===== src/rtl/csi_pkg.sv =====
// shared types, constants and decode codes for the csr system instruction unit
// no dependencies; used by every module under rtl
`default_nettype none

package csi_pkg;

  localparam int XLEN       = 64;
  localparam int CSR_ADDR_W = 12;
  localparam int CSR_DEPTH  = 4096;
  localparam int CSR_AW     = $clog2(CSR_DEPTH);
  localparam int Q_DEPTH    = 2;
  localparam int Q_PTR_W    = $clog2(Q_DEPTH);

  localparam logic [CSR_ADDR_W-1:0] A_USTATUS = 12'h000;
  localparam logic [CSR_ADDR_W-1:0] A_UEPC    = 12'h041;
  localparam logic [CSR_ADDR_W-1:0] A_SSTATUS = 12'h100;
  localparam logic [CSR_ADDR_W-1:0] A_SEPC    = 12'h141;
  localparam logic [CSR_ADDR_W-1:0] A_MSTATUS = 12'h300;
  localparam logic [CSR_ADDR_W-1:0] A_MEPC    = 12'h341;

  localparam logic [CSR_ADDR_W-1:0] SYS_ECALL  = 12'h000;
  localparam logic [CSR_ADDR_W-1:0] SYS_EBREAK = 12'h001;
  localparam logic [CSR_ADDR_W-1:0] SYS_URET   = 12'h002;
  localparam logic [CSR_ADDR_W-1:0] SYS_SRET   = 12'h102;
  localparam logic [CSR_ADDR_W-1:0] SYS_WFI    = 12'h105;
  localparam logic [CSR_ADDR_W-1:0] SYS_MRET   = 12'h302;

  localparam logic [2:0] F3_PRIV = 3'd0;
  localparam logic [2:0] F3_RSV  = 3'd4;

  localparam logic [1:0] PRIV_U = 2'd0;
  localparam logic [1:0] PRIV_S = 2'd1;
  localparam logic [1:0] PRIV_H = 2'd2;
  localparam logic [1:0] PRIV_M = 2'd3;

  localparam int ST_SIE  = 1;
  localparam int ST_MIE  = 3;
  localparam int ST_SPIE = 5;
  localparam int ST_MPIE = 7;
  localparam int ST_SPP  = 8;
  localparam int ST_MPP  = 11;

  typedef enum logic [2:0] {
    OP_CSR,
    OP_ILLEGAL,
    OP_ECALL,
    OP_EBREAK,
    OP_SRET,
    OP_MRET,
    OP_URET,
    OP_WFI
  } op_e;

  typedef enum logic [1:0] {
    FN_NONE  = 2'd0,
    FN_WRITE = 2'd1,
    FN_SET   = 2'd2,
    FN_CLEAR = 2'd3
  } csr_fn_e;

  typedef enum logic [2:0] {
    CAUSE_ILLEGAL = 3'd0,
    CAUSE_BREAK   = 3'd1,
    CAUSE_ECALL_U = 3'd2,
    CAUSE_ECALL_S = 3'd3,
    CAUSE_ECALL_M = 3'd4
  } cause_e;

  typedef enum logic [2:0] {
    BS_CLEAR,
    BS_IDLE,
    BS_READ0,
    BS_READ1,
    BS_EXEC
  } back_state_e;

  typedef struct packed {
    op_e                   op;
    csr_fn_e               fn;
    logic [CSR_ADDR_W-1:0] addr;
    logic                  addr_ok;
    logic [4:0]            rd;
    logic [XLEN-1:0]       src;
  } item_t;

  typedef struct packed {
    logic            rd_write;
    logic [4:0]      rd_index;
    logic [XLEN-1:0] rd_value;
    logic            redirect;
    logic [XLEN-1:0] redirect_pc;
    logic            trap;
    cause_e          trap_cause;
    logic            wait_interrupt;
    logic [1:0]      priv_level;
    logic            xret_done;
  } res_t;

  typedef struct packed {
    logic empty;
    logic full;
  } q_status_t;

endpackage

`default_nettype wire


===== src/rtl/csi_front.sv =====
// front end: classifies a system instruction word into a queue item
// depends on csi_pkg
`default_nettype none

module csi_front (
  input  wire logic [31:0]                 instr_word_i,
  input  wire logic [csi_pkg::XLEN-1:0]    rs1_value_i,
  output csi_pkg::item_t                   item_o
);

  logic [2:0]                     f3;
  logic [4:0]                     uimm;
  logic [csi_pkg::CSR_ADDR_W-1:0] addr;

  assign f3   = instr_word_i[14:12];
  assign uimm = instr_word_i[19:15];
  assign addr = instr_word_i[31:20];

  always_comb begin
    item_o.addr    = addr;
    item_o.addr_ok = ((csi_pkg::CSR_ADDR_W + 1)'(addr)
                      < (csi_pkg::CSR_ADDR_W + 1)'(csi_pkg::CSR_DEPTH));
    item_o.rd      = instr_word_i[11:7];
    item_o.src     = f3[2] ? csi_pkg::XLEN'(uimm) : rs1_value_i;
    item_o.fn      = csi_pkg::FN_NONE;
    item_o.op      = csi_pkg::OP_ILLEGAL;
    if (f3 != csi_pkg::F3_PRIV) begin
      if (f3 != csi_pkg::F3_RSV) begin
        item_o.op = csi_pkg::OP_CSR;
        item_o.fn = csi_pkg::csr_fn_e'(f3[1:0]);
      end
    end else begin
      unique case (addr)
        csi_pkg::SYS_ECALL:  item_o.op = csi_pkg::OP_ECALL;
        csi_pkg::SYS_EBREAK: item_o.op = csi_pkg::OP_EBREAK;
        csi_pkg::SYS_SRET:   item_o.op = csi_pkg::OP_SRET;
        csi_pkg::SYS_MRET:   item_o.op = csi_pkg::OP_MRET;
        csi_pkg::SYS_URET:   item_o.op = csi_pkg::OP_URET;
        csi_pkg::SYS_WFI:    item_o.op = csi_pkg::OP_WFI;
        default:             item_o.op = csi_pkg::OP_ILLEGAL;
      endcase
    end
  end

endmodule

`default_nettype wire


===== config.mk =====
export PLATFORM = sky130hd
export DESIGN_NAME = csi_front
export DESIGN_NICKNAME = d
export VERILOG_FILES = /design/src/rtl/csi_pkg.sv /design/src/rtl/csi_front.sv
export SDC_FILE = /design/constraint.sdc
export NUM_CORES = 1
export LEC_CHECK = 0
export ABC_AREA = 1
export BUFFER_PORTS_ARGS = -buffer_cell sky130_fd_sc_hd__buf_2
export CAP_MARGIN = 15
export CORE_AREA = 2 2 72 74
export DETAILED_ROUTE_END_ITERATION = 6
export DIE_AREA = 0 0 74 76
export GPL_TIMING_DRIVEN = 0
export SLEW_MARGIN = 20
export SYNTH_ARGS = -nofsm -noshare
export SYNTH_HDL_FRONTEND = slang
export SYNTH_SLANG_ARGS = --single-unit
export TNS_END_PERCENT = 10

===== constraint.sdc =====
create_clock -name vclk -period 0.85
set_input_delay 0.1275 -clock vclk [all_inputs]
set_output_delay 0.1275 -clock vclk [all_outputs]
set_load 0.01 [all_outputs]

==> results.yml <==
final_layout:
  seq_area_um2: 0
  n_fill_cell: 504
  drive_above_1_share_pct: 70.7
  clock_buffers: 0
  post-route-cell-area_um2: 2250
  insertedDiodeCount: 0
  numSequentialCells: 0
  stdcell_count: 442
  layout-area-overhead-vs-synth_pct: 151
  postLayoutCoreUtil_pct: 45.7
  nNetsFinal: 470
worst_setup_path:
  critical_path_peak_fanout: 4
  timing.critical_path.max_delay_family: "simple AND/OR/NAND/NOR gates"
  setup.worst_path.end_class: "output port"
  crit_path_top_delay_cell: "sky130_fd_sc_hd__buf_2"
  cp_slowest_stage_delay_ns: 0.13
  crit_chain: "buf_2, inv_2, nand3_2, nor2_4, nand2_2, nand3_2, nor2_2, nor2_2, nor2_2, buf_2"
  cpMostUsedCell: "sky130_fd_sc_hd__nor2_2"
  worstSetupPathType: "in -> out"
  cp.arrival_ns: 1.00
  startpoint_type_of_the_worst_setup_path: "primary input"
  crit_required_ns: 0.72
  path_buf_inv: 3
sta:
  post_route_clock_period_utilization_pct: 133
  max_clock_freq_mhz: 886
  grt_setup_unrepaired: "true"
  setup-violations-final: 46
  hold_ws_ns: 0.440
  setup_slack_ns: -0.279
  setup-tns-final_ns: -1.65
  timing_max_transition_violations_final: 0
  layout_min_cycle_time_ns: 1.13
  final_hold_viol_count: 0
placement:
  detailed_place.area_um2: 1840
  place_hpwl_um: 3080
  post-place-ws_ns: -0.365
  port-buffer-count: 170
  rd_place_congestion: 0.745
  post-place-cells: 438
global_routing:
  number_of_global_route_vias_before_repair: 1368
  grt_usage_pct: 11.4
  global_route_wire_length_before_repair_um: 5460
  global_route.overflow_total: 0
  grt_start_max_net_pins: 11
  antenna_violations_before_repair: 0
pwr:
  design_power_total_mw: 1.04
  sw_frac_of_total_pct: 46.6
  internal_portion_of_total_power_uw: 556
  power.combinational.fraction_pct: 100.0
  p_leak_nw: 1.55
  power_share_of_the_clock_group_pct: 0
  power_density_nw_per_um2: 464
  vdd_ir_drop_max_mv: 0.184
  p_sw_uw: 485
  power_frac_seq_pct: 0
min_path:
  min-delay-start: "instr_word_i[10]"
  worst_hold_path_type: "in -> out"
  min_to: "item_o[67]"
  min_delay_path_depth: 2
yosys:
  netlist_instances: 198
  syn-cell-area_um2: 895
  sequential_to_total_area_share_from_yosys_stat_pct: 0
  postSynthNetCount: 294
  ys.warnings.count: 0
  post_synth.cell_area_avg_um2: 4.52
  number_of_distinct_library_cells_after_synthesis: 18
detailed_routing:
  drt-initial-drc-count: 21
  met2_wl_um: 2090
  routedLengthMet1_um: 1420
  postRouteAntennaNets: 0
  count_of_unresolved_drc_violations_after_routing: 0
  routed-via-count: 1625
  maxUsedRoutingLayer: "met4"
  firstDrtPassIters: 4
  routed-wl-met3_um: 393
  route.final.wire_length_um: 3940
  wl_per_instance_um: 8.92
  vias_per_cell: 3.68
die:
  pin_count: 183
  fp.dieW_um: 74
  initial_utilization_pct: 18.2
  die_h_um: 76
  core_region_area_um2: 4910
  die-area_um2: 5620
  placement_rows: 26
status:
  failed_checks: "negative setup slack"
  run_status: "complete, but fails checks"
flow_run:
  max_cap_viol_count: 0
clock_network:
  ctsHoldBuffers: 0
-- layout by cell type, fill, tap and decap left out --
cell and instances:
sky130_fd_sc_hd__buf_2 155, sky130_fd_sc_hd__inv_1 64, sky130_fd_sc_hd__nor2_1 32, sky130_fd_sc_hd__nor2_2 30, sky130_fd_sc_hd__buf_4 19, sky130_fd_sc_hd__buf_6 18
sky130_fd_sc_hd__nor2_4 10, sky130_fd_sc_hd__inv_2 6, sky130_fd_sc_hd__buf_8 6, sky130_fd_sc_hd__nand2_2 5, sky130_fd_sc_hd__mux2_4 5, sky130_fd_sc_hd__nand2_1 4
sky130_fd_sc_hd__nand3_2 4, sky130_fd_sc_hd__nand3_1 3, sky130_fd_sc_hd__clkbuf_1 2, sky130_fd_sc_hd__nand2_4 1, sky130_fd_sc_hd__inv_4 1, sky130_fd_sc_hd__and3_4 1
sky130_fd_sc_hd__or2_2 1, sky130_fd_sc_hd__o21ai_1 1, sky130_fd_sc_hd__a21oi_1 1, sky130_fd_sc_hd__nand4_1 1, sky130_fd_sc_hd__conb_1 1, sky130_fd_sc_hd__clkbuf_16 1
-- metal layers --
| layer | vias up | track usage, % |
|---|---|---|
| met2 | 99 | 23.7 |
| li1 | 865 | - |
| met4 | 0 | 1.82 |
| met3 | 6 | 1.32 |
| met1 | 655 | 11.5 |
| met5 | - | 0 |
-- power groups by stage --
stage	sequential [mW]	combinational [mW]	clock, mW
after CTS	0	0.929	0
after floorplan	0	0.405	0
after global routing	0	1.14	0
final	0	1.04	0
after global placement	0	0.824	0
after detailed placement	0	0.829	0
-- kinds of logic after synthesis --
group                  count (synthesis)  share of synthesized area (%)
AOI/OAI and AO/OA                      2                           1.12
buffers and inverters                 98                           49.5
muxes                                  5                           6.29
other                                  1                          0.419
and+or+nand+nor                       92                           42.7
-- cell type report --
| class | instances | area, um2 | area share, % |
|---|---|---|---|
| plain buffers | 27 | 226 | 10.1 |
| multi-input cells | 100 | 646 | 28.7 |
| well taps | 70 | 87.6 | 3.90 |
| repair buffers | 174 | 1020 | 45.3 |
| inverters | 71 | 269 | 12.0 |
-- synthesized netlist by cell type (all sizes together) --
| cell type | n | share of area [%] |
|---|---|---|
| nor2 | 72 | 31 |
| nand3 | 7 | 4.5 |
| o21ai | 1 | 0.56 |
| and3 | 1 | 1.3 |
| a21oi | 1 | 0.56 |
| clkbuf | 3 | 1.3 |
| nand2 | 10 | 4.5 |
| or2 | 1 | 0.70 |
| conb | 1 | 0.42 |
| buf | 24 | 18 |
| mux2 | 5 | 6.3 |
| nand4 | 1 | 0.70 |
| inv | 71 | 30 |
-- how the worst max path moves through the flow --
stage                          start    endpoint  cells past startpoint
CTS                 instr_word_i[24]  item_o[84]                     10
detailed placement  instr_word_i[27]  item_o[84]                     10
global route        instr_word_i[22]  item_o[84]                     10
finish              instr_word_i[20]  item_o[84]                     10
floorplan           instr_word_i[27]  item_o[84]                      8
global placement    instr_word_i[25]  item_o[84]                     10
-- what timing repair did --
action	4_1_cts	5_1_grt
setup endpoints to repair	67	62
gates resized for setup	40	68
gates cloned	1	1
pin swaps	14	18
buffers inserted	2	0
Note: power is estimated with default switching activity, not from simulation.
