File: config.mk
export PLATFORM = sky130hd
export DESIGN_NAME = csi_queue
export DESIGN_NICKNAME = d
export VERILOG_FILES = /design/src/rtl/csi_pkg.sv /design/src/rtl/csi_queue.sv
export SDC_FILE = /design/constraint.sdc
export NUM_CORES = 1
export LEC_CHECK = 0
export BUFFER_PORTS_ARGS = -buffer_cell sky130_fd_sc_hd__buf_2
export CAP_MARGIN = 30
export CORE_UTILIZATION = 47
export DETAILED_ROUTE_END_ITERATION = 8
export GPL_TIMING_DRIVEN = 0
export PLACE_DENSITY = 0.79
export SLEW_MARGIN = 20
export SYNTH_ARGS = -nofsm -noshare
export SYNTH_HDL_FRONTEND = slang
export SYNTH_SLANG_ARGS = --single-unit
File: constraint.sdc
create_clock -name clk_i -period 4.74 [get_ports clk_i]
set_clock_uncertainty 0.1 [all_clocks]
set_input_delay 0.948 -clock clk_i [delete_from_list [all_inputs] [get_ports clk_i]]
set_output_delay 0.948 -clock clk_i [all_outputs]
set_load 0.05 [all_outputs]
File: src/rtl/csi_pkg.sv
// shared types, constants and decode codes for the csr system instruction unit
// no dependencies; used by every module under rtl
`default_nettype none

package csi_pkg;

  localparam int XLEN       = 64;
  localparam int CSR_ADDR_W = 12;
  localparam int CSR_DEPTH  = 4096;
  localparam int CSR_AW     = $clog2(CSR_DEPTH);
  localparam int Q_DEPTH    = 2;
  localparam int Q_PTR_W    = $clog2(Q_DEPTH);

  localparam logic [CSR_ADDR_W-1:0] A_USTATUS = 12'h000;
  localparam logic [CSR_ADDR_W-1:0] A_UEPC    = 12'h041;
  localparam logic [CSR_ADDR_W-1:0] A_SSTATUS = 12'h100;
  localparam logic [CSR_ADDR_W-1:0] A_SEPC    = 12'h141;
  localparam logic [CSR_ADDR_W-1:0] A_MSTATUS = 12'h300;
  localparam logic [CSR_ADDR_W-1:0] A_MEPC    = 12'h341;

  localparam logic [CSR_ADDR_W-1:0] SYS_ECALL  = 12'h000;
  localparam logic [CSR_ADDR_W-1:0] SYS_EBREAK = 12'h001;
  localparam logic [CSR_ADDR_W-1:0] SYS_URET   = 12'h002;
  localparam logic [CSR_ADDR_W-1:0] SYS_SRET   = 12'h102;
  localparam logic [CSR_ADDR_W-1:0] SYS_WFI    = 12'h105;
  localparam logic [CSR_ADDR_W-1:0] SYS_MRET   = 12'h302;

  localparam logic [2:0] F3_PRIV = 3'd0;
  localparam logic [2:0] F3_RSV  = 3'd4;

  localparam logic [1:0] PRIV_U = 2'd0;
  localparam logic [1:0] PRIV_S = 2'd1;
  localparam logic [1:0] PRIV_H = 2'd2;
  localparam logic [1:0] PRIV_M = 2'd3;

  localparam int ST_SIE  = 1;
  localparam int ST_MIE  = 3;
  localparam int ST_SPIE = 5;
  localparam int ST_MPIE = 7;
  localparam int ST_SPP  = 8;
  localparam int ST_MPP  = 11;

  typedef enum logic [2:0] {
    OP_CSR,
    OP_ILLEGAL,
    OP_ECALL,
    OP_EBREAK,
    OP_SRET,
    OP_MRET,
    OP_URET,
    OP_WFI
  } op_e;

  typedef enum logic [1:0] {
    FN_NONE  = 2'd0,
    FN_WRITE = 2'd1,
    FN_SET   = 2'd2,
    FN_CLEAR = 2'd3
  } csr_fn_e;

  typedef enum logic [2:0] {
    CAUSE_ILLEGAL = 3'd0,
    CAUSE_BREAK   = 3'd1,
    CAUSE_ECALL_U = 3'd2,
    CAUSE_ECALL_S = 3'd3,
    CAUSE_ECALL_M = 3'd4
  } cause_e;

  typedef enum logic [2:0] {
    BS_CLEAR,
    BS_IDLE,
    BS_READ0,
    BS_READ1,
    BS_EXEC
  } back_state_e;

  typedef struct packed {
    op_e                   op;
    csr_fn_e               fn;
    logic [CSR_ADDR_W-1:0] addr;
    logic                  addr_ok;
    logic [4:0]            rd;
    logic [XLEN-1:0]       src;
  } item_t;

  typedef struct packed {
    logic            rd_write;
    logic [4:0]      rd_index;
    logic [XLEN-1:0] rd_value;
    logic            redirect;
    logic [XLEN-1:0] redirect_pc;
    logic            trap;
    cause_e          trap_cause;
    logic            wait_interrupt;
    logic [1:0]      priv_level;
    logic            xret_done;
  } res_t;

  typedef struct packed {
    logic empty;
    logic full;
  } q_status_t;

endpackage

`default_nettype wire

File: src/rtl/csi_queue.sv
// short item queue between the front end and the execution back end
// depends on csi_pkg
`default_nettype none

module csi_queue (
  input  wire logic          clk_i,
  input  wire logic          rst_ni,
  input  wire logic          push_i,
  input  wire csi_pkg::item_t item_i,
  input  wire logic          pop_i,
  output csi_pkg::item_t     item_o,
  output csi_pkg::q_status_t status_o
);

  csi_pkg::item_t                  ent_q [csi_pkg::Q_DEPTH];
  logic [csi_pkg::Q_PTR_W-1:0]     wptr_q, wptr_d, rptr_q, rptr_d;
  logic [csi_pkg::Q_PTR_W:0]       cnt_q, cnt_d;

  // depth is a power of two so the pointers wrap on their own
  always_comb begin
    wptr_d = push_i ? wptr_q + 1'b1 : wptr_q;
    rptr_d = pop_i ? rptr_q + 1'b1 : rptr_q;
    cnt_d  = cnt_q;
    if (push_i && !pop_i) begin
      cnt_d = cnt_q + 1'b1;
    end else if (pop_i && !push_i) begin
      cnt_d = cnt_q - 1'b1;
    end
  end

  always_ff @(posedge clk_i or negedge rst_ni) begin
    if (!rst_ni) begin
      wptr_q <= '0;
      rptr_q <= '0;
      cnt_q  <= '0;
    end else begin
      wptr_q <= wptr_d;
      rptr_q <= rptr_d;
      cnt_q  <= cnt_d;
    end
  end

  always_ff @(posedge clk_i) begin
    if (push_i) begin
      ent_q[wptr_q] <= item_i;
    end
  end

  assign item_o         = ent_q[rptr_q];
  assign status_o.empty = (cnt_q == '0);
  assign status_o.full  = (cnt_q == (csi_pkg::Q_PTR_W + 1)'(csi_pkg::Q_DEPTH));

endmodule

`default_nettype wire

==> impl_metrics.prom <==
# TYPE chip_impl_metric gauge
chip_impl_info{name="outcome",value="complete, no violations"} 1
chip_impl_metric{name="slew_viol_final",unit=""} 0
chip_impl_metric{name="max_clock_freq",unit="MHz"} 354
chip_impl_metric{name="syn_area",unit="um^2"} 6540
chip_impl_metric{name="cts_inserted_buffers",unit=""} 17
chip_impl_info{name="route.top_layer_used",value="met4"} 1
chip_impl_metric{name="cts_resized",unit=""} 0
chip_impl_metric{name="via_per_inst",unit=""} 4.93
chip_impl_metric{name="clkSlewWorstSetupHoldPaths",unit="ps"} 60
chip_impl_metric{name="irDropWorstVdd",unit="V"} 0.000373
chip_impl_metric{name="routed-wl-met3",unit="um"} 696
chip_impl_metric{name="syn-num-nets",unit=""} 379
chip_impl_info{name="critPathCaptureType",value="output port"} 1
chip_impl_metric{name="timing_worst_slew_pin_value",unit="ps"} 623
chip_impl_info{name="worstHoldPathType",value="primary input to async pin"} 1
chip_impl_info{name="main_combinational_cell_family_by_area_after_synthesis",value="multiplexers"} 1
chip_impl_info{name="grt_setup_unrepaired",value="false"} 1
chip_impl_metric{name="die_area",unit="um^2"} 14400
chip_impl_metric{name="rr_worst_depth",unit=""} 2
chip_impl_metric{name="route.detailed.wl_per_inst",unit="um"} 16.7
chip_impl_metric{name="maximum_number_of_pins_on_one_net_before_global_route_repair",unit=""} 48
chip_impl_metric{name="final_hold_viol_count",unit=""} 0
chip_impl_metric{name="area_growth_syn_to_layout",unit="%"} 27.3
chip_impl_info{name="cts_tree",value="yes"} 1
chip_impl_metric{name="via_count_of_the_first_global_routing_pass",unit=""} 3513
chip_impl_metric{name="wire_length_of_the_first_global_routing_pass",unit="um"} 17400
chip_impl_metric{name="antenna_violating_nets_post_route",unit=""} 0
chip_impl_metric{name="power.static_leakage",unit="uW"} 0.00322
chip_impl_metric{name="grt_util_all_layers",unit=""} 0.163
chip_impl_metric{name="number_of_setup_buffers_added_after_cts",unit=""} 0
chip_impl_metric{name="crit_required",unit="ps"} 3690
chip_impl_info{name="ys_top_cells_by_area",value="sky130_fd_sc_hd__edfxtp_1, sky130_fd_sc_hd__mux2_2, sky130_fd_sc_hd__mux2_4, sky130_fd_sc_hd__dfrtp_1, sky130_fd_sc_hd__buf_6"} 1
chip_impl_metric{name="synth-adder-area-share",unit=""} 0.00191
chip_impl_metric{name="wirelength_routed",unit="um"} 11300
chip_impl_metric{name="crit_fanout",unit=""} 10
chip_impl_metric{name="wl_met1",unit="um"} 4560
chip_impl_info{name="synthDominantAreaCellType",value="sky130_fd_sc_hd__edfxtp_1"} 1
chip_impl_metric{name="floorplan.initialDensity",unit=""} 0.488
chip_impl_metric{name="globalplace.congestion",unit=""} 0.685
chip_impl_metric{name="core_area",unit="um^2"} 13400
chip_impl_metric{name="post_synthesis_share_of_cell_area_spent_on_xor_and_xnor_gates",unit=""} 0.00669
chip_impl_info{name="worst_setup_path_type",value="flop to output port"} 1
chip_impl_metric{name="max-slew-margin-rel",unit=""} 0.585
chip_impl_info{name="start_kind",value="flop"} 1
chip_impl_metric{name="dr_wl_met2",unit="um"} 5840
chip_impl_metric{name="post-route-min-period",unit="ps"} 2820
chip_impl_metric{name="hold_buffers",unit=""} 0
chip_impl_metric{name="synth_simple_gate_area_frac",unit=""} 0.00402
chip_impl_metric{name="finalCritPeriodShare",unit=""} 0.596
chip_impl_metric{name="die_h",unit="um"} 120
chip_impl_metric{name="htree_levels",unit=""} 4
chip_impl_metric{name="synthesis.area_per_instance",unit="um^2"} 22.8
chip_impl_metric{name="clock_latency",unit="ps"} 420
chip_impl_metric{name="yosys_top_cell_area_share",unit=""} 0.799
chip_impl_info{name="root_buffer",value="sky130_fd_sc_hd__clkbuf_16"} 1
chip_impl_metric{name="rows",unit=""} 42
chip_impl_metric{name="fin_nets",unit=""} 581
chip_impl_metric{name="layout-drive-gt1-share",unit=""} 0.620
chip_impl_metric{name="setup_viol",unit=""} 0
chip_impl_metric{name="clock-sinks",unit=""} 178
chip_impl_metric{name="antenna-diode-count",unit=""} 0
chip_impl_metric{name="drv.max_cap_violation_count",unit=""} 0
chip_impl_metric{name="die_w",unit="um"} 120
chip_impl_metric{name="whs",unit="ps"} 224
chip_impl_metric{name="ys_seq_elements",unit=""} 178
chip_impl_metric{name="netlist_instances",unit=""} 287
chip_impl_metric{name="detailroute.via_count",unit=""} 3342
chip_impl_metric{name="grt_antenna_before_repair",unit=""} 0
chip_impl_metric{name="power_per_cell_area",unit="nW/um^2"} 714
chip_impl_metric{name="dpl.hpwl",unit="um"} 7790
chip_impl_metric{name="detail_route.drc_violations",unit=""} 0
chip_impl_metric{name="drt_first_pass_iters",unit=""} 4
chip_impl_metric{name="cts.path.max_buffers",unit=""} 2
chip_impl_metric{name="yosysUniqueCellTypes",unit=""} 13
chip_impl_metric{name="mux_contribution_to_synthesized_area",unit=""} 0.161
chip_impl_metric{name="synth-warning-count",unit=""} 0
chip_impl_metric{name="worst-endpoint-arrival",unit="ps"} 1780
chip_impl_metric{name="p_total",unit="uW"} 5950
chip_impl_metric{name="placement.io_buffers",unit=""} 179
chip_impl_metric{name="design.portCount",unit=""} 180
chip_impl_metric{name="globalRoute.totalOverflow",unit=""} 0
chip_impl_metric{name="synth_sequential_area_ratio",unit=""} 0.814
chip_impl_metric{name="drtIter0Drc",unit=""} 189
chip_impl_metric{name="synth-compound-area-share",unit=""} 0
## worst max-delay path, cell delays in order, from the launching register on
cell and delay [ps]:
sky130_fd_sc_hd__dfrtp_1 340, sky130_fd_sc_hd__buf_6 140, sky130_fd_sc_hd__buf_6 160, sky130_fd_sc_hd__buf_6 190, sky130_fd_sc_hd__mux2_4 320, sky130_fd_sc_hd__buf_2 210
## path summary, 6_finish.rpt
kind | startpoint | to | slack [ps]
setup reg to reg | wptr_q$_DFFE_PN0P_ | ent_q[1][32]$_DFFE_PP_ | 2970
min in group clk_i | cnt_q[1]$_DFFE_PN0P_ | cnt_q[1]$_DFFE_PN0P_ | 420
max in group asynchronous | rst_ni | rptr_q$_DFFE_PN0P_ | 4190
hold reg to reg | cnt_q[1]$_DFFE_PN0P_ | cnt_q[1]$_DFFE_PN0P_ | 420
hold / removal | rst_ni | cnt_q[1]$_DFFE_PN0P_ | 220
setup / recovery | rptr_q$_DFFE_PN0P_ | item_o[58] | 1920
## power breakdown
part | total, uW | switching, uW | internal (uW)
clock | 1330 | 559 | 771
combinational | 2460 | 1730 | 729
sequential | 2160 | 75.3 | 2090
## cell usage in the layout, fill, tap and decap left out, types with 2 or more instances in the layout
master,count
sky130_fd_sc_hd__buf_2,185
sky130_fd_sc_hd__nor2_1,2
sky130_fd_sc_hd__clkbuf_16,17
sky130_fd_sc_hd__edfxtp_1,174
sky130_fd_sc_hd__buf_6,4
sky130_fd_sc_hd__mux2_4,20
sky130_fd_sc_hd__buf_16,2
sky130_fd_sc_hd__clkinv_1,2
sky130_fd_sc_hd__xor2_1,4
sky130_fd_sc_hd__inv_6,2
sky130_fd_sc_hd__clkinvlp_4,5
sky130_fd_sc_hd__mux2_2,67
sky130_fd_sc_hd__bufinv_16,2
sky130_fd_sc_hd__dfrtp_1,4
sky130_fd_sc_hd__buf_12,2
sky130_fd_sc_hd__clkinv_2,3
## state kept, by name (all words and copies together) (netlist names)
signal and cells:
rptr_q 1, cnt_q 2, wptr_q 1, ent_q 174
## per-stage QoR
step / instance area (um^2) / TNS, ps / setup slack (ps) / util / cells
after floorplan: 6540 / 0 / 983 / - / 287
after global placement: 7660 / -18400 / -217 / 0.572 / 642
after detailed placement: 7760 / 0 / 2280 / 0.579 / 646
after CTS: 8330 / 0 / 1870 / 0.622 / 678
after global routing: 8330 / 0 / 1850 / 0.622 / 678
final: 8330 / 0 / 1920 / 0.622 / 678
## cells by family (layout without fill, tap and decap cells)
kind of cell             count (synthesis)  after routing
XOR/XNOR                                 5              5
adder cells (fa/ha/maj)                  1              1
buffers and inverters                   11            226
flip-flops                             178            178
multiplexers                            87             87
AND/OR/NAND/NOR                          5              5
## Yosys cell counts
cell / number
sky130_fd_sc_hd__mux2_4: 20
sky130_fd_sc_hd__xnor2_1: 1
sky130_fd_sc_hd__ha_1: 1
sky130_fd_sc_hd__nor2b_1: 2
sky130_fd_sc_hd__and2_1: 1
sky130_fd_sc_hd__buf_6: 4
sky130_fd_sc_hd__buf_2: 6
sky130_fd_sc_hd__xor2_1: 4
sky130_fd_sc_hd__mux2_2: 67
sky130_fd_sc_hd__dfrtp_1: 4
sky130_fd_sc_hd__inv_1: 1
sky130_fd_sc_hd__edfxtp_1: 174
sky130_fd_sc_hd__nor2_1: 2
## routing by layer
| layer | track usage | up-vias |
|---|---|---|
| met5 | 0 | - |
| met4 | 0.0727 | 0 |
| met3 | 0.0528 | 19 |
| met2 | 0.276 | 116 |
| met1 | 0.187 | 1664 |
| li1 | - | 1543 |
## area by class of cell
class                   count  area [um^2]
plain buffers              10         75.1
repair buffers            183          991
flip-flops and latches    178         5330
multi-input cells          98         1150
well taps                 176          220
clock inverters            14          138
clock buffers              18          429
inverters                   1         3.75
fillers                   992         5070
Power figures use the tool's default switching activity.
